File: src/hw/rtl/sgcs_pkg.sv
// types and codes of the sparse gf2 column store
package sgcs_pkg;

  typedef enum logic [2:0] {
    OP_LOAD  = 3'd0,
    OP_CLOSE = 3'd1,
    OP_ADD   = 3'd2,
    OP_QUERY = 3'd3,
    OP_TWIST = 3'd4
  } op_t;

  typedef enum logic [1:0] {
    ST_OK         = 2'd0,
    ST_NO_ROOM    = 2'd1,
    ST_STORE_FULL = 2'd2,
    ST_BAD_COLUMN = 2'd3
  } status_t;

  localparam logic [1:0] CFG_COLUMN_COUNT = 2'd0;
  localparam logic [1:0] CFG_WIDEN_FACTOR = 2'd1;

  localparam logic [10:0] COLUMN_COUNT_RESET = 11'd1024;
  localparam logic [3:0]  WIDEN_FACTOR_RESET = 4'd2;

  typedef struct packed {
    logic [2:0] op;
    logic [9:0] row_value;
    logic       closes_column;
    logic [9:0] target_column;
    logic [9:0] source_column;
  } in_t;

  typedef struct packed {
    status_t     status;
    logic [10:0] low_row;
    logic        room_to_double;
    logic [14:0] column_length;
  } out_t;

  // write enables of the five memories
  typedef struct packed {
    logic rs;
    logic fe;
    logic ent;
    logic scr;
  } mem_we_t;

  typedef enum logic [4:0] {
    S_IDLE,
    S_EXEC,
    S_ADD_1,
    S_ADD_2,
    S_ADD_3,
    S_MRG_RD,
    S_MRG_CMP,
    S_MRG_END,
    S_CPY_RD,
    S_CPY_WR,
    S_DSC_0,
    S_DSC_1,
    S_DSC_2,
    S_TW_RD,
    S_TW_LEN,
    S_TW_LOW,
    S_TW_CLR,
    S_RESP
  } state_t;

endpackage

File: src/hw/rtl/sgcs_ctrl.sv
// sequencer and datapath: load, column add, query and twist over the memories
module sgcs_ctrl #(
  parameter int MAX_COLUMNS    = 1024,
  parameter int ENTRY_CAPACITY = 16384
) (
  input  logic                              clk,
  input  logic                              rst_n,
  input  logic [10:0]                       column_count,
  input  logic [3:0]                        widen_factor,
  input  logic                              in_valid,
  output logic                              in_ready,
  input  sgcs_pkg::in_t                     in_word,
  output logic                              out_valid,
  input  logic                              out_ready,
  output sgcs_pkg::out_t                    out_word,
  output sgcs_pkg::mem_we_t                 mem_we,
  output logic [$clog2(MAX_COLUMNS)-1:0]    rs_rd_addr,
  output logic [$clog2(MAX_COLUMNS)-1:0]    fe_rd_addr,
  output logic [$clog2(MAX_COLUMNS)-1:0]    rs_wr_addr,
  output logic [$clog2(MAX_COLUMNS)-1:0]    fe_wr_addr,
  output logic [$clog2(ENTRY_CAPACITY+1)-1:0] rs_wr_data,
  output logic [$clog2(ENTRY_CAPACITY+1)-1:0] fe_wr_data,
  input  logic [$clog2(ENTRY_CAPACITY+1)-1:0] rs_rd_data,
  input  logic [$clog2(ENTRY_CAPACITY+1)-1:0] fe_rd_data,
  output logic [$clog2(ENTRY_CAPACITY)-1:0] ent_wr_addr,
  output logic [9:0]                        ent_wr_data,
  output logic [$clog2(ENTRY_CAPACITY)-1:0] enta_rd_addr,
  output logic [$clog2(ENTRY_CAPACITY)-1:0] entb_rd_addr,
  input  logic [9:0]                        enta_rd_data,
  input  logic [9:0]                        entb_rd_data,
  output logic [$clog2(ENTRY_CAPACITY)-1:0] scr_wr_addr,
  output logic [9:0]                        scr_wr_data,
  output logic [$clog2(ENTRY_CAPACITY)-1:0] scr_rd_addr,
  input  logic [9:0]                        scr_rd_data
);

  import sgcs_pkg::*;

  localparam int CW = $clog2(MAX_COLUMNS);
  localparam int NW = $clog2(MAX_COLUMNS + 1);
  localparam int AW = $clog2(ENTRY_CAPACITY);
  localparam int PW = $clog2(ENTRY_CAPACITY + 1);
  localparam int KW = PW + 1;

  state_t         state_r, state_nxt;
  in_t            in_word_r, in_word_nxt;
  logic [NW-1:0]  lc_r, lc_nxt;
  logic [PW-1:0]  wp_r, wp_nxt;
  logic [PW-1:0]  tu_r, tu_nxt;
  logic [PW-1:0]  rs_t_r, rs_t_nxt;
  logic [PW-1:0]  fe_t_r, fe_t_nxt;
  logic [PW-1:0]  size_r, size_nxt;
  logic [PW-1:0]  len_r, len_nxt;
  logic [PW-1:0]  i_r, i_nxt;
  logic [PW-1:0]  j_r, j_nxt;
  logic [PW-1:0]  e2_r, e2_nxt;
  logic [KW-1:0]  k_r, k_nxt;
  logic [KW-1:0]  idx_r, idx_nxt;
  logic [NW-1:0]  c_r, c_nxt;
  logic [NW-1:0]  lim_r, lim_nxt;
  logic [9:0]     lw_r, lw_nxt;
  status_t        status_r, status_nxt;
  logic [10:0]    low_r, low_nxt;
  logic           room_r, room_nxt;
  logic [14:0]    clen_r, clen_nxt;
  logic           out_valid_r, out_valid_nxt;
  out_t           out_word_r, out_word_nxt;

  logic [NW-1:0]  eff;
  logic [3:0]     weff;
  logic           tgt_ok, src_ok, t_has_next, load_bad;
  logic [PW-1:0]  ld_len;
  logic [PW:0]    ld_len_p1;
  logic [PW+4:0]  mul_need;
  logic [PW+5:0]  need;
  logic           store_full;
  logic [PW-1:0]  cl_len;
  logic [PW+3:0]  mul_cl;
  logic [PW+4:0]  cl_end;
  logic [PW-1:0]  cl_tu;
  logic           do_close;
  logic [NW-1:0]  tw_lim;
  logic [PW-1:0]  reg_end, size_calc;
  logic           i_in, j_in, mrg_more, mrg_fail, cpy_done;
  logic           tw_nonempty, tw_hit, tw_last, out_free;
  logic [PW-1:0]  cpy_addr;

  // effective register values
  always_comb begin
    if (column_count == 11'd0) begin
      eff = NW'(1);
    end else if (32'(column_count) > 32'(MAX_COLUMNS)) begin
      eff = NW'(MAX_COLUMNS);
    end else begin
      eff = NW'(column_count);
    end
  end
  assign weff = (widen_factor == 4'd0) ? 4'd1 : widen_factor;

  // column checks
  assign tgt_ok = (32'(in_word_r.target_column) < 32'(lc_r))
               && (32'(in_word_r.target_column) < 32'(eff))
               && (32'(in_word_r.target_column) < 32'(MAX_COLUMNS));
  assign src_ok = (32'(in_word_r.source_column) < 32'(lc_r))
               && (32'(in_word_r.source_column) < 32'(eff))
               && (32'(in_word_r.source_column) < 32'(MAX_COLUMNS));
  assign t_has_next = (32'(in_word_r.target_column) + 32'd1 < 32'(lc_r))
                   && (32'(in_word_r.target_column) + 32'd1 < 32'(MAX_COLUMNS));
  assign load_bad = (32'(lc_r) >= 32'(eff)) || (32'(lc_r) >= 32'(MAX_COLUMNS));

  // load and close arithmetic
  assign ld_len     = wp_r - tu_r;
  assign ld_len_p1  = (PW+1)'(ld_len) + (PW+1)'(1);
  assign mul_need   = (PW+5)'(weff) * (PW+5)'(ld_len_p1);
  assign need       = (PW+6)'(tu_r) + (PW+6)'(mul_need);
  assign store_full = (need > (PW+6)'(ENTRY_CAPACITY)) || (wp_r >= PW'(ENTRY_CAPACITY));
  assign cl_len     = (in_word_r.op == OP_LOAD) ? PW'(ld_len_p1) : ld_len;
  assign mul_cl     = (PW+4)'(weff) * (PW+4)'(cl_len);
  assign cl_end     = (PW+5)'(tu_r) + (PW+5)'(mul_cl);
  assign cl_tu      = (cl_end > (PW+5)'(ENTRY_CAPACITY)) ? PW'(ENTRY_CAPACITY)
                                                         : cl_end[PW-1:0];
  assign do_close   = (in_word_r.op == OP_CLOSE)
                   || (in_word_r.closes_column && !store_full);
  assign tw_lim     = (32'(lc_r) < 32'(eff)) ? lc_r : eff;

  // region end of the target column
  assign reg_end   = t_has_next ? rs_rd_data : tu_r;
  assign size_calc = (reg_end >= rs_t_r) ? reg_end - rs_t_r : '0;

  // merge and copy conditions
  assign i_in     = i_r < fe_t_r;
  assign j_in     = j_r < e2_r;
  assign mrg_more = i_in || j_in;
  assign mrg_fail = (k_r > KW'(size_r)) || (k_r > KW'(ENTRY_CAPACITY));
  assign cpy_done = idx_r == k_r;
  assign cpy_addr = rs_t_r + idx_r[PW-1:0];

  // twist conditions
  assign tw_nonempty = fe_rd_data > rs_rd_data;
  assign tw_hit      = 32'(enta_rd_data) < 32'(lim_r);
  assign tw_last     = NW'(c_r + NW'(1)) == lim_r;
  assign out_free    = !out_valid_r || out_ready;

  // next state
  always_comb begin
    state_nxt = state_r;
    unique case (state_r)
      S_IDLE: begin
        if (in_valid) begin
          state_nxt = S_EXEC;
        end
      end
      S_EXEC: begin
        unique case (in_word_r.op)
          OP_ADD:   state_nxt = (tgt_ok && src_ok) ? S_ADD_1 : S_RESP;
          OP_QUERY: state_nxt = tgt_ok ? S_DSC_1 : S_RESP;
          OP_TWIST: state_nxt = (tw_lim == '0) ? S_RESP : S_TW_RD;
          default:  state_nxt = S_RESP;
        endcase
      end
      S_ADD_1:   state_nxt = S_ADD_2;
      S_ADD_2:   state_nxt = S_ADD_3;
      S_ADD_3:   state_nxt = S_MRG_RD;
      S_MRG_RD:  state_nxt = mrg_more ? S_MRG_CMP : S_MRG_END;
      S_MRG_CMP: state_nxt = S_MRG_RD;
      S_MRG_END: state_nxt = mrg_fail ? S_DSC_0 : S_CPY_RD;
      S_CPY_RD:  state_nxt = cpy_done ? S_DSC_0 : S_CPY_WR;
      S_CPY_WR:  state_nxt = S_CPY_RD;
      S_DSC_0:   state_nxt = S_DSC_1;
      S_DSC_1:   state_nxt = S_DSC_2;
      S_DSC_2:   state_nxt = S_RESP;
      S_TW_RD:   state_nxt = S_TW_LEN;
      S_TW_LEN: begin
        if (tw_nonempty) begin
          state_nxt = S_TW_LOW;
        end else begin
          state_nxt = tw_last ? S_RESP : S_TW_RD;
        end
      end
      S_TW_LOW: begin
        if (tw_hit) begin
          state_nxt = S_TW_CLR;
        end else begin
          state_nxt = tw_last ? S_RESP : S_TW_RD;
        end
      end
      S_TW_CLR:  state_nxt = tw_last ? S_RESP : S_TW_RD;
      S_RESP: begin
        if (out_free) begin
          state_nxt = S_IDLE;
        end
      end
      default:   state_nxt = S_IDLE;
    endcase
  end

  // datapath and memory controls
  always_comb begin
    in_word_nxt  = in_word_r;
    lc_nxt       = lc_r;
    wp_nxt       = wp_r;
    tu_nxt       = tu_r;
    rs_t_nxt     = rs_t_r;
    fe_t_nxt     = fe_t_r;
    size_nxt     = size_r;
    len_nxt      = len_r;
    i_nxt        = i_r;
    j_nxt        = j_r;
    e2_nxt       = e2_r;
    k_nxt        = k_r;
    idx_nxt      = idx_r;
    c_nxt        = c_r;
    lim_nxt      = lim_r;
    lw_nxt       = lw_r;
    status_nxt   = status_r;
    low_nxt      = low_r;
    room_nxt     = room_r;
    clen_nxt     = clen_r;
    out_valid_nxt = out_valid_r && !out_ready;
    out_word_nxt = out_word_r;
    mem_we       = '0;
    rs_rd_addr   = CW'(in_word_r.target_column);
    fe_rd_addr   = CW'(in_word_r.target_column);
    rs_wr_addr   = lc_r[CW-1:0];
    fe_wr_addr   = lc_r[CW-1:0];
    rs_wr_data   = tu_r;
    fe_wr_data   = PW'(tu_r + cl_len);
    ent_wr_addr  = wp_r[AW-1:0];
    ent_wr_data  = in_word_r.row_value;
    enta_rd_addr = i_r[AW-1:0];
    entb_rd_addr = j_r[AW-1:0];
    scr_wr_addr  = k_r[AW-1:0];
    scr_wr_data  = enta_rd_data;
    scr_rd_addr  = idx_r[AW-1:0];

    unique case (state_r)
      S_IDLE: begin
        if (in_valid) begin
          in_word_nxt = in_word;
        end
      end
      S_EXEC: begin
        // region reads of the target are issued here for add and query
        status_nxt = ST_OK;
        low_nxt    = '0;
        room_nxt   = 1'b0;
        clen_nxt   = '0;
        unique case (in_word_r.op)
          OP_LOAD, OP_CLOSE: begin
            if (load_bad) begin
              status_nxt = ST_BAD_COLUMN;
            end else if (in_word_r.op == OP_LOAD && store_full) begin
              status_nxt = ST_STORE_FULL;
              clen_nxt   = 15'(ld_len);
            end else begin
              clen_nxt = 15'(cl_len);
              if (in_word_r.op == OP_LOAD) begin
                mem_we.ent = 1'b1;
                wp_nxt     = PW'(wp_r + PW'(1));
              end
              if (do_close) begin
                mem_we.rs = 1'b1;
                mem_we.fe = 1'b1;
                tu_nxt    = cl_tu;
                wp_nxt    = cl_tu;
                lc_nxt    = NW'(lc_r + NW'(1));
              end
            end
          end
          OP_ADD: begin
            if (!(tgt_ok && src_ok)) begin
              status_nxt = ST_BAD_COLUMN;
            end
          end
          OP_QUERY: begin
            if (!tgt_ok) begin
              status_nxt = ST_BAD_COLUMN;
            end
          end
          OP_TWIST: begin
            c_nxt   = '0;
            lim_nxt = tw_lim;
          end
          default: begin
          end
        endcase
      end
      S_ADD_1: begin
        rs_t_nxt   = rs_rd_data;
        fe_t_nxt   = fe_rd_data;
        rs_rd_addr = CW'(32'(in_word_r.target_column) + 32'd1);
        fe_rd_addr = CW'(in_word_r.source_column);
      end
      S_ADD_2: begin
        size_nxt   = size_calc;
        e2_nxt     = fe_rd_data;
        rs_rd_addr = CW'(in_word_r.source_column);
      end
      S_ADD_3: begin
        i_nxt = rs_t_r;
        j_nxt = rs_rd_data;
        k_nxt = '0;
      end
      S_MRG_RD: begin
      end
      S_MRG_CMP: begin
        // one merge step of the symmetric difference
        if (i_in && j_in && enta_rd_data == entb_rd_data) begin
          i_nxt = PW'(i_r + PW'(1));
          j_nxt = PW'(j_r + PW'(1));
        end else begin
          if (i_in && (!j_in || enta_rd_data < entb_rd_data)) begin
            scr_wr_data = enta_rd_data;
            i_nxt       = PW'(i_r + PW'(1));
          end else begin
            scr_wr_data = entb_rd_data;
            j_nxt       = PW'(j_r + PW'(1));
          end
          mem_we.scr = k_r < KW'(ENTRY_CAPACITY);
          k_nxt      = KW'(k_r + KW'(1));
        end
      end
      S_MRG_END: begin
        status_nxt = mrg_fail ? ST_NO_ROOM : ST_OK;
        idx_nxt    = '0;
      end
      S_CPY_RD: begin
        if (cpy_done) begin
          mem_we.fe  = 1'b1;
          fe_wr_addr = CW'(in_word_r.target_column);
          fe_wr_data = PW'(rs_t_r + k_r[PW-1:0]);
        end
      end
      S_CPY_WR: begin
        mem_we.ent  = 1'b1;
        ent_wr_addr = cpy_addr[AW-1:0];
        ent_wr_data = scr_rd_data;
        idx_nxt     = KW'(idx_r + KW'(1));
      end
      S_DSC_0: begin
      end
      S_DSC_1: begin
        rs_t_nxt     = rs_rd_data;
        len_nxt      = (fe_rd_data >= rs_rd_data) ? fe_rd_data - rs_rd_data : '0;
        rs_rd_addr   = CW'(32'(in_word_r.target_column) + 32'd1);
        enta_rd_addr = AW'(fe_rd_data - PW'(1));
      end
      S_DSC_2: begin
        low_nxt  = (len_r == '0) ? 11'(eff) : 11'(enta_rd_data);
        room_nxt = {len_r, 1'b0} <= {1'b0, size_calc};
        clen_nxt = 15'(len_r);
      end
      S_TW_RD: begin
        rs_rd_addr = c_r[CW-1:0];
        fe_rd_addr = c_r[CW-1:0];
      end
      S_TW_LEN: begin
        enta_rd_addr = AW'(fe_rd_data - PW'(1));
        if (!tw_nonempty) begin
          c_nxt = NW'(c_r + NW'(1));
        end
      end
      S_TW_LOW: begin
        lw_nxt     = enta_rd_data;
        rs_rd_addr = CW'(enta_rd_data);
        if (!tw_hit) begin
          c_nxt = NW'(c_r + NW'(1));
        end
      end
      S_TW_CLR: begin
        // empty the column named by the low
        mem_we.fe  = 1'b1;
        fe_wr_addr = CW'(lw_r);
        fe_wr_data = rs_rd_data;
        c_nxt      = NW'(c_r + NW'(1));
      end
      S_RESP: begin
        if (out_free) begin
          out_valid_nxt               = 1'b1;
          out_word_nxt.status         = status_r;
          out_word_nxt.low_row        = low_r;
          out_word_nxt.room_to_double = room_r;
          out_word_nxt.column_length  = clen_r;
        end
      end
      default: begin
      end
    endcase
  end

  // control registers
  always_ff @(posedge clk) begin
    if (!rst_n) begin
      state_r     <= S_IDLE;
      lc_r        <= '0;
      wp_r        <= '0;
      tu_r        <= '0;
      out_valid_r <= 1'b0;
    end else begin
      state_r     <= state_nxt;
      lc_r        <= lc_nxt;
      wp_r        <= wp_nxt;
      tu_r        <= tu_nxt;
      out_valid_r <= out_valid_nxt;
    end
  end

  // payload registers
  always_ff @(posedge clk) begin
    in_word_r  <= in_word_nxt;
    rs_t_r     <= rs_t_nxt;
    fe_t_r     <= fe_t_nxt;
    size_r     <= size_nxt;
    len_r      <= len_nxt;
    i_r        <= i_nxt;
    j_r        <= j_nxt;
    e2_r       <= e2_nxt;
    k_r        <= k_nxt;
    idx_r      <= idx_nxt;
    c_r        <= c_nxt;
    lim_r      <= lim_nxt;
    lw_r       <= lw_nxt;
    status_r   <= status_nxt;
    low_r      <= low_nxt;
    room_r     <= room_nxt;
    clen_r     <= clen_nxt;
    out_word_r <= out_word_nxt;
  end

  assign in_ready  = state_r == S_IDLE;
  assign out_valid = out_valid_r;
  assign out_word  = out_word_r;

endmodule

File: config.mk
export PLATFORM = sky130hd
export DESIGN_NAME = sgcs_ctrl
export DESIGN_NICKNAME = d
export VERILOG_FILES = /design/src/hw/rtl/sgcs_pkg.sv /design/src/hw/rtl/sgcs_ctrl.sv
export SDC_FILE = /design/constraint.sdc
export NUM_CORES = 1
export LEC_CHECK = 0
export BUFFER_PORTS_ARGS = -buffer_cell sky130_fd_sc_hd__buf_2
export CAP_MARGIN = 30
export CORE_MARGIN = 2
export CORE_UTILIZATION = 50
export DETAILED_ROUTE_END_ITERATION = 10
export HOLD_SLACK_MARGIN = 0.03
export PLACE_DENSITY = 0.68
export SYNTH_ARGS = -nofsm -noshare
export SYNTH_HDL_FRONTEND = slang
export SYNTH_SLANG_ARGS = --single-unit
File: constraint.sdc
create_clock -name clk -period 8.44 [get_ports clk]
set_input_delay 1.688 -clock clk [delete_from_list [all_inputs] [get_ports clk]]
set_output_delay 1.688 -clock clk [all_outputs]
set_load 0.005 [all_outputs]
==> Word-level counts from Yosys, hierarchy flattened <==
Index checks and enable logic that the tools add are counted.
{ "classes": {"n_lt_le_gt_ge": 24, "n_addsub": 18, "eq_ne": 32, "shifts": 0, "n_mux": 75, "n_reduce_logical": 47, "multipliers": 2, "bitwise_logic": 2, "n_div": 0} }
{ "op_table": {"columns": ["cell", "count"], "rows": [
  ["two-way mux 15 bit", 14],
  ["one-hot mux 15 bit (2 select lines)", 4],
  ["one-hot mux 5 bit (17 select lines)", 1],
  ["two-way mux 11 bit", 7],
  ["one-hot mux 16 bit (2 select lines)", 2],
  ["< comparator 10 x 11 -> 1 bit", 5],
  ["two-way mux 10 bit", 5],
  ["adder 15 x 1 -> 15 bit (second input constant)", 3],
  ["subtractor 15 bit", 3],
  ["one-hot mux 11 bit (4 select lines)", 1],
  ["== test 5 x 4 -> 1 bit (second input constant)", 8],
  ["two-way mux 5 bit", 8],
  ["one-hot mux 10 bit (2 select lines)", 2],
  ["one-hot mux 10 bit (4 select lines)", 1],
  ["adder 16 x 1 -> 16 bit (second input constant)", 2],
  ["< comparator 32 x 11 -> 1 bit", 1],
  ["< comparator 32 x 11 -> 1 bit (second input constant)", 1],
  ["adder 15 bit", 2],
  ["greater-or-equal comparator 15 bit", 2],
  ["< comparator 15 bit", 2],
  ["two-way mux 14 bit", 2],
  ["adder 11 x 1 -> 11 bit (second input constant)", 2],
  ["zero test 11 bit", 2],
  ["one-hot mux 11 bit (2 select lines)", 1],
  ["other kinds (58)", 119]
]} }
{ "totals": {"n_memories": 0, "romBits": 0, "ramBits": 0, "wordCells": 230, "input_bits": 113, "latch_bits": 0, "register_bits": 308, "output_inout_bits": 195} }

==> Depth between registers and ports, before layout <==
Gate-level depths: netlist (run 1).
{ "depth": {"word_depth": 14, "mapped_depth": 37, "depth_no_buf": 34} }

==> Worst setup path before layout (run 1) <==
OpenSTA, ideal clock, no wires.
{ "synth_path": {"path_kind": "reg-to-output", "from": "reg wp_r[0]", "to": "out mem_we[1] (netlist bit)", "required_time_ns": 6.752, "stages_incl_launch_ff": 31, "path_buffers": 2, "slack_ns": -0.678, "arrival_time_ns": 7.430, "cell_sequence": "dfxtp_1 inv_1 ha_1 fa_1 nand2b_1 a21boi_0 o21ai_1 a211o_1 a31oi_1 xor2_1 nand2_1 nor2_1 xor2_1 and2_1 fa_1 fa_1 inv_1 fa_1 inv_1 ha_1 clkbuf_1 a211oi_1 o21a_1 nor3_1 or4_1 a211oi_1 nand4_1 nor3_1 buf_2 nand3_1 nand2_1"} }
{ "synth_lines": {"columns": ["element", "line", "rtl"], "rows": [
  ["from (decl)", "sgcs_ctrl.sv:48", "logic [PW-1:0] wp_r, wp_nxt;"],
  ["from (signal assigned)", "sgcs_ctrl.sv:402", "wp_r <= wp_nxt;"],
  ["to (decl)", "sgcs_ctrl.sv:16", "output sgcs_pkg::mem_we_t mem_we,"]
]} }

==> results of run 1 <==
==> layout make-up <==
type / instances / area (sq um) / area share (%)
inverter: 268 / 1010 / 3.01
tap: 748 / 936 / 2.80
sequential: 308 / 8790 / 26.3
multi-input combinational: 2383 / 18300 / 54.9
timing repair buffer: 503 / 3080 / 9.21
clock buffer: 42 / 966 / 2.89
antenna: 3 / 7.51 / 0.0225
clock inverter: 25 / 280 / 0.840
==> cells by family after synthesis <==
group / Yosys count / share of synthesized area, %
AOI/OAI and AO/OA: 663 / 15.5
DFF: 308 / 31.3
muxes: 55 / 2.08
xor gates and xnor gates: 225 / 7.02
adders and majority gates: 378 / 19.2
buffers and inverters: 416 / 6.28
and+or+nand+nor: 1062 / 18.6
==> routing by layer <==
layer | part of all wire, % | routed length, microns | track usage [%] | vias to the layer above
li1 | - | - | - | 11800
met1 | 43 | 42400 | 46.9 | 12600
met2 | 45 | 44000 | 52.8 | 1200
met3 | 8.5 | 8440 | 5.07 | 217
met4 | 4.1 | 4050 | 12.4 | 2
met5 | 0.013 | 13 | 0 | -
==> cell usage in the layout, fill, tap and decap left out, types with 17 or more instances in the layout <==
cell                          n
sky130_fd_sc_hd__mux2_2      26
sky130_fd_sc_hd__nor3_1      55
sky130_fd_sc_hd__or3_1       26
sky130_fd_sc_hd__buf_2      304
sky130_fd_sc_hd__and2_1      63
sky130_fd_sc_hd__and3_1      37
sky130_fd_sc_hd__a22o_1      17
sky130_fd_sc_hd__clkbuf_16   38
sky130_fd_sc_hd__o21ai_0    171
sky130_fd_sc_hd__xor2_1      90
sky130_fd_sc_hd__nand2b_1    29
sky130_fd_sc_hd__edfxtp_1   261
sky130_fd_sc_hd__mux2i_1     28
sky130_fd_sc_hd__nand3_1     82
sky130_fd_sc_hd__ha_1       280
sky130_fd_sc_hd__nor2_1     217
sky130_fd_sc_hd__fa_1        87
sky130_fd_sc_hd__nor2b_1     37
sky130_fd_sc_hd__o21a_1      26
sky130_fd_sc_hd__nand2_1    316
sky130_fd_sc_hd__xnor2_1    122
sky130_fd_sc_hd__a21oi_1    137
sky130_fd_sc_hd__a21o_1      76
sky130_fd_sc_hd__inv_1      261
sky130_fd_sc_hd__dfxtp_1     42
sky130_fd_sc_hd__nor4_1      24
sky130_fd_sc_hd__a22oi_1     40
sky130_fd_sc_hd__buf_4      186
sky130_fd_sc_hd__nand4_1     50
==> state kept, by name, indices dropped and copies added (netlist names), 15 cells and up <==
name / cells
in_word_r: 34
out_word: 29
idx_r: 16
k_r: 16
clen_r: 15
e2_r: 15
fe_t_r: 15
i_r: 15
j_r: 15
len_r: 15
rs_t_r: 15
rs_wr_data: 15
size_r: 15
wp_r: 15
==> how the worst min path moves through the flow <==
stage	end	slack, ns
2_1_floorplan	out_word[0]$_DFFE_PP_	0.40
3_3_place_gp	out_word[15]$_DFFE_PP_	0.41
3_5_place_dp	out_word[18]$_DFFE_PP_	0.40
4_1_cts	out_word[18]$_DFFE_PP_	0.42
5_1_grt	out_word[5]$_DFFE_PP_	0.42
6_report	out_word[18]$_DFFE_PP_	0.41
==> stage by stage <==
stage,cell area (sq um),setup WS (ns),hold WS (ns),std cells
floorplan,28200,-0.0932,0.400,3107
global placement,31100,-0.0966,0.406,4172
detailed placement,31100,-0.216,0.405,4174
CTS,33000,-0.462,0.417,4266
global route,33400,-0.852,0.424,4277
finish,33400,-0.567,0.413,4280
==> timing repair <==
item,in CTS,in global routing
endpoints found under the setup margin,3,33
hold endpoints to repair,0,0
pin swaps,45,40
setup buffers,25,16
resized for setup,77,67
==> impl_metrics.py, run 1 <==
metrics = {
    "worst_setup_path": {
        "critical_path_peak_fanout": 5,
        "total_number_of_cells_along_the_worst_setup_path": 33,
        "library_cell_appearing_most_often_on_the_critical_path": "sky130_fd_sc_hd__buf_4",
        "worstPathRequired_ns": 6.75,
        "worst_ep_arrival_time_ns": 7.32,
        "critical_path.reg2reg.endpoint": "lc_r[6]$_SDFFE_PN0P_",
        "setup.worst_path.end": "mem_we[2]",
        "cpPeakStageDelay_ns": 0.54,
        "reg2reg_depth": 39,
        "cell_with_the_largest_stage_delay_on_the_worst_path": "sky130_fd_sc_hd__or4b_4",
        "worst_r2r_startpoint": "wp_r[0]$_SDFFE_PN0P_",
        "crit_path_start_kind": "flip-flop",
        "rrSetupSlack_ns": 0.26,
        "worstSetupEndpointType": "output pin",
        "critical_path.top_delay_family": "adder cells",
        "path_buf_inv": 9,
        "timing.critical_path.from": "wp_r[0]$_SDFFE_PN0P_",
        "setup.worst_path.class": "flip-flop to output pin",
    },
    "cts": {
        "h_tree_levels": 2,
        "clock_slew_at_the_register_clock_pins_of_the_worst_setup_and_hold_paths_ns": 0.06,
        "insertion_delay_ns": 0.58,
        "cts_made_buffers": 38,
        "cts_tree": "done",
        "cts.hold.buffers_added": 0,
        "cts_max_path_buffers": 3,
        "ctsRootBufferMaster": "sky130_fd_sc_hd__clkbuf_16",
        "cts_num_sinks": 308,
    },
    "routing": {
        "drt-vias-per-instance": 6.03,
        "number_of_nets_still_failing_antenna_checks_after_routing": 0,
        "number_of_drc_markers_after_the_initial_detailed_route_iteration": 2557,
        "firstDrtPassIters": 7,
        "routed_wirelength_microns": 98900,
        "vias": 25800,
        "remaining_drc_errors": 0,
        "drt-wirelength-per-cell_microns": 23.1,
    },
    "timing": {
        "timing.setup.tns_ns": -1.55,
        "layout_min_cycle_time_ns": 9.01,
        "max-slew-margin-rel_pct": 25.4,
        "maxSlewViolCount": 0,
        "worst_pin_slew_ns": 1.11,
        "final.setup_skew_ns": 0.0463,
        "post-route-worst-setup-slack_ns": -0.567,
        "setup_violations": 3,
        "maximum_clock_frequency_mhz": 111,
        "rsz_0062_raised_after_global_routing": "true",
        "timing.final.crit_share_pct": 107,
        "timing_hold_violations_final": 0,
    },
    "worst_hold_path": {
        "min_from": "low_r[2]$_SDFFCE_PN0P_",
        "worstHoldPathType": "flip-flop to flip-flop",
        "hold_path_depth": 0,
    },
    "logic_synthesis": {
        "netlist_top_cells_count": "sky130_fd_sc_hd__nand2_1 (322), sky130_fd_sc_hd__ha_1 (290), sky130_fd_sc_hd__inv_1 (267), sky130_fd_sc_hd__edfxtp_1 (261), sky130_fd_sc_hd__nor2_1 (222)",
        "syn_area_per_cell_sq_um": 9.03,
        "yosysSeqAreaShare_pct": 31.3,
        "synthesized_netlist_cell_count": 3107,
        "synth_warnings": 0,
        "synth_edf_count": 261,
        "synth_top_flop_cell": "sky130_fd_sc_hd__edfxtp_1",
        "synth-seq-cells": 308,
        "post-synth-top-area-fraction_pct": 27.9,
        "synth.cell_area_sq_mm": 0.0281,
        "asr_flop_ratio_synth_pct": 0,
        "synth_largest_area_cell": "sky130_fd_sc_hd__edfxtp_1",
        "post_synth_num_cell_types": 86,
        "yosys-top-cells-area": "sky130_fd_sc_hd__edfxtp_1 (28%), sky130_fd_sc_hd__ha_1 (13%), sky130_fd_sc_hd__fa_1 (6.3%)",
        "synth.most_common_cell": "sky130_fd_sc_hd__nand2_1",
        "syn_nets": 3598,
    },
    "cells_and_area": {
        "layout.core_utilization_pct": 60.4,
        "area_growth_syn_to_layout_pct": 19.0,
        "finalNetCount": 3993,
        "layout.filler_cells": 4826,
        "final_layout_size_suffix_gt1_share_pct": 21.0,
    },
    "floorplanning": {
        "die-area_sq_mm": 0.0580,
        "die_height_microns": 241,
        "core.rowCount": 86,
        "die_width_microns": 241,
        "core-area_sq_mm": 0.0553,
        "top_ports": 308,
        "initial_core_utilization_pct": 50.7,
    },
    "global_route": {
        "first_global_vias": 24800,
        "groute.usage.overall_pct": 33.6,
        "number_of_antenna_violations_at_the_first_check_in_global_routing": 3,
        "sum_of_overflow_across_all_layers_after_global_routing": 0,
        "grt_start_max_net_pins": 78,
        "wire_length_of_the_first_global_routing_pass_microns": 147000,
    },
    "status": {
        "violated_checks": "negative setup slack",
        "outcome": "complete, but fails checks",
    },
    "placed_design": {
        "detailedPlacementHpwl_microns": 78100,
        "place.port_buffers": 307,
        "routabilityCongestion": 0.981,
    },
    "run": {
        "maxCapViolations": 0,
    },
}
Power of run 1 is not shown: default switching activity piles up to over one toggle a cycle in this logic, so the estimate is an artifact.
==> inputs of run 2 (changes only) <==
--- a/config.mk
+++ b/config.mk
@@ -7,8 +7,10 @@
 export LEC_CHECK = 0
 export BUFFER_PORTS_ARGS = -buffer_cell sky130_fd_sc_hd__buf_2
 export CAP_MARGIN = 30
+export CORE_ASPECT_RATIO = 0.75
 export CORE_MARGIN = 2
 export CORE_UTILIZATION = 50
+export CTS_BUF_LIST = sky130_fd_sc_hd__clkbuf_16
 export DETAILED_ROUTE_END_ITERATION = 10
 export HOLD_SLACK_MARGIN = 0.03
 export PLACE_DENSITY = 0.68
==> run 2 against run 1 <==
The flow still finishes with violations (negative setup slack); final cell count grew 0.68%; register-to-register slack lost 0.38 ns; fmax shrank 1.8%; critical endpoint unchanged; highest routed layer unchanged.
==> impl_metrics.py, run 2 (same netlist as run 1, synthesis figures left out) <==
metrics = {
    "floorplanning": {
        "core-area_sq_mm": 0.0556,
        "die-area_sq_mm": 0.0580,
        "initial_core_utilization_pct": 50.4,
        "die_height_microns": 209,
        "top_ports": 308,
        "die_width_microns": 278,
        "core.rowCount": 75,
    },
    "timing": {
        "post-route-worst-setup-slack_ns": -0.734,
        "max-slew-margin-rel_pct": 22.5,
        "maximum_clock_frequency_mhz": 109,
        "final.setup_skew_ns": 0.0273,
        "worst_hold_slack_ns": 0.413,
        "setup_violations": 20,
        "timing_hold_violations_final": 0,
        "timing.final.crit_share_pct": 109,
        "maxSlewViolCount": 0,
        "rsz_0062_raised_after_global_routing": "true",
        "worst_pin_slew_ns": 1.15,
        "layout_min_cycle_time_ns": 9.17,
    },
    "worst_setup_path": {
        "cell_with_the_largest_stage_delay_on_the_worst_path": "sky130_fd_sc_hd__or4_1",
        "cpPeakStageDelay_ns": 0.50,
        "setup.worst_path.class": "flip-flop to output pin",
        "library_cell_appearing_most_often_on_the_critical_path": "sky130_fd_sc_hd__fa_1",
        "critical_path_peak_fanout": 4,
        "worstPathRequired_ns": 6.75,
        "worstSetupEndpointType": "output pin",
        "worst_ep_arrival_time_ns": 7.49,
        "crit_path_start_kind": "flip-flop",
    },
    "cells_and_area": {
        "multi_input_combinational_cell_area_sq_mm": 0.0185,
        "mostFrequentLayoutCell": "sky130_fd_sc_hd__nand2_1",
        "layout.area.seq_sq_mm": 0.00878,
        "finalNetCount": 4042,
        "final_layout_size_suffix_gt1_share_pct": 22.5,
        "layout.filler_cells": 4722,
        "antenna_cells": 0,
        "layout_common_cells": "sky130_fd_sc_hd__nand2_1 (312), sky130_fd_sc_hd__buf_2 (306), sky130_fd_sc_hd__ha_1 (272), sky130_fd_sc_hd__inv_1 (271), sky130_fd_sc_hd__edfxtp_1 (261)",
        "max_flop_register": "in_word_r",
        "area_growth_syn_to_layout_pct": 20.4,
        "largest_register_ff_count": 34,
    },
    "global_route": {
        "groute.usage.overall_pct": 34.0,
        "grt_start_max_net_pins": 78,
        "number_of_antenna_violations_at_the_first_check_in_global_routing": 5,
        "sum_of_overflow_across_all_layers_after_global_routing": 0,
        "wire_length_of_the_first_global_routing_pass_microns": 151000,
        "first_global_vias": 24900,
    },
    "routing": {
        "vias": 26100,
        "firstDrtPassIters": 8,
        "drt-vias-per-instance": 6.07,
        "remaining_drc_errors": 0,
        "drt-wirelength-per-cell_microns": 23.7,
        "number_of_nets_still_failing_antenna_checks_after_routing": 0,
        "number_of_drc_markers_after_the_initial_detailed_route_iteration": 3002,
        "routed_wirelength_microns": 102000,
    },
    "worst_hold_path": {
        "worstHoldPathType": "flip-flop to flip-flop",
    },
    "cts": {
        "h_tree_levels": 2,
        "cts_made_buffers": 35,
        "cts_num_sinks": 308,
        "clock_slew_at_the_register_clock_pins_of_the_worst_setup_and_hold_paths_ns": 0.06,
        "cts_tree": "done",
        "cts.hold.buffers_added": 0,
        "insertion_delay_ns": 0.56,
        "ctsRootBufferMaster": "sky130_fd_sc_hd__clkbuf_16",
        "cts_max_path_buffers": 3,
    },
    "placed_design": {
        "setup_slack_placement_ns": -0.206,
        "place.port_buffers": 307,
        "routabilityCongestion": 1.01,
        "detailedPlacementHpwl_microns": 80700,
    },
    "status": {
        "violated_checks": "negative setup slack",
        "outcome": "complete, but fails checks",
    },
    "run": {
        "maxCapViolations": 0,
    },
}
## run 2: cell types whose count changed in the layout (fill, tap and decap cells not counted), sizes merged
| cell | before | now |
|---|---|---|
| clkbuf | 42 | 35 |
| bufinv | 4 | 2 |
| buf | 503 | 555 |
| clkinvlp | 6 | 2 |
| diode | 3 | 0 |
| inv | 271 | 279 |
| clkinv | 12 | 14 |
## run 2: area by class of cell
type | instances | area share [%]
multi-input combinational | 2383 | 54.6
sequential | 308 | 26.0
timing repair buffer | 555 | 10.4
inverter | 268 | 2.98
tap | 731 | 2.71
clock buffer | 35 | 2.59
clock inverter | 29 | 0.733
## run 2: final timing paths
| check | from | to | slack (ns) | depth (start not counted) |
|---|---|---|---|---|
| setup / recovery | wp_r[0]$_SDFFE_PN0P_ | mem_we[2] | -0.73 | 32 |
| hold / removal | low_r[8]$_SDFFCE_PN0P_ | out_word[24]$_DFFE_PP_ | 0.41 | 0 |
| setup reg to reg | wp_r[0]$_SDFFE_PN0P_ | wp_r[1]$_SDFFE_PN0P_ | -0.12 | 45 |
| hold reg to reg | low_r[8]$_SDFFCE_PN0P_ | out_word[24]$_DFFE_PP_ | 0.41 | 0 |
## run 2: metrics by stage
step           area, sq um  util [%]  setup TNS, ns  std cells
5_1_grt              33800      60.7         -11.32       4309
4_1_cts              33200      59.6          -1.30       4285
3_5_place_dp         31400      56.4         -0.609       4188
6_report             33800      60.7          -2.90       4309
2_1_floorplan        28200         -         -0.161       3107
3_3_place_gp         31300      56.3         -0.272       4185
## run 2: timing repair
action | 4_1_cts | 5_1_grt
pin swaps | 39 | 53
gates resized for setup | 72 | 86
endpoints found under the setup margin | 3 | 35
setup buffers | 33 | 24
## run 2: critical path, delay by kind of cell, from the launching register on
kind / cells / cell delay [ns]
buffers and inverters: 7 / 0.70
and+or+nand+nor: 9 / 1.56
adders and majority gates: 6 / 2.15
xor gates and xnor gates: 2 / 0.42
AOI/OAI and AO/OA: 8 / 1.78
DFF: 1 / 0.33
## run 2: layer usage
metal  vias to the layer above  GRT usage (%)  wire (microns)
li1                      11900              -               -
met1                     12600           47.5           43000
met2                      1405           52.2           44400
met3                       203           8.02           11100
met4                         2           10.7            3580
met5                         -              0              12
Power of run 2 is left out for the same reason.
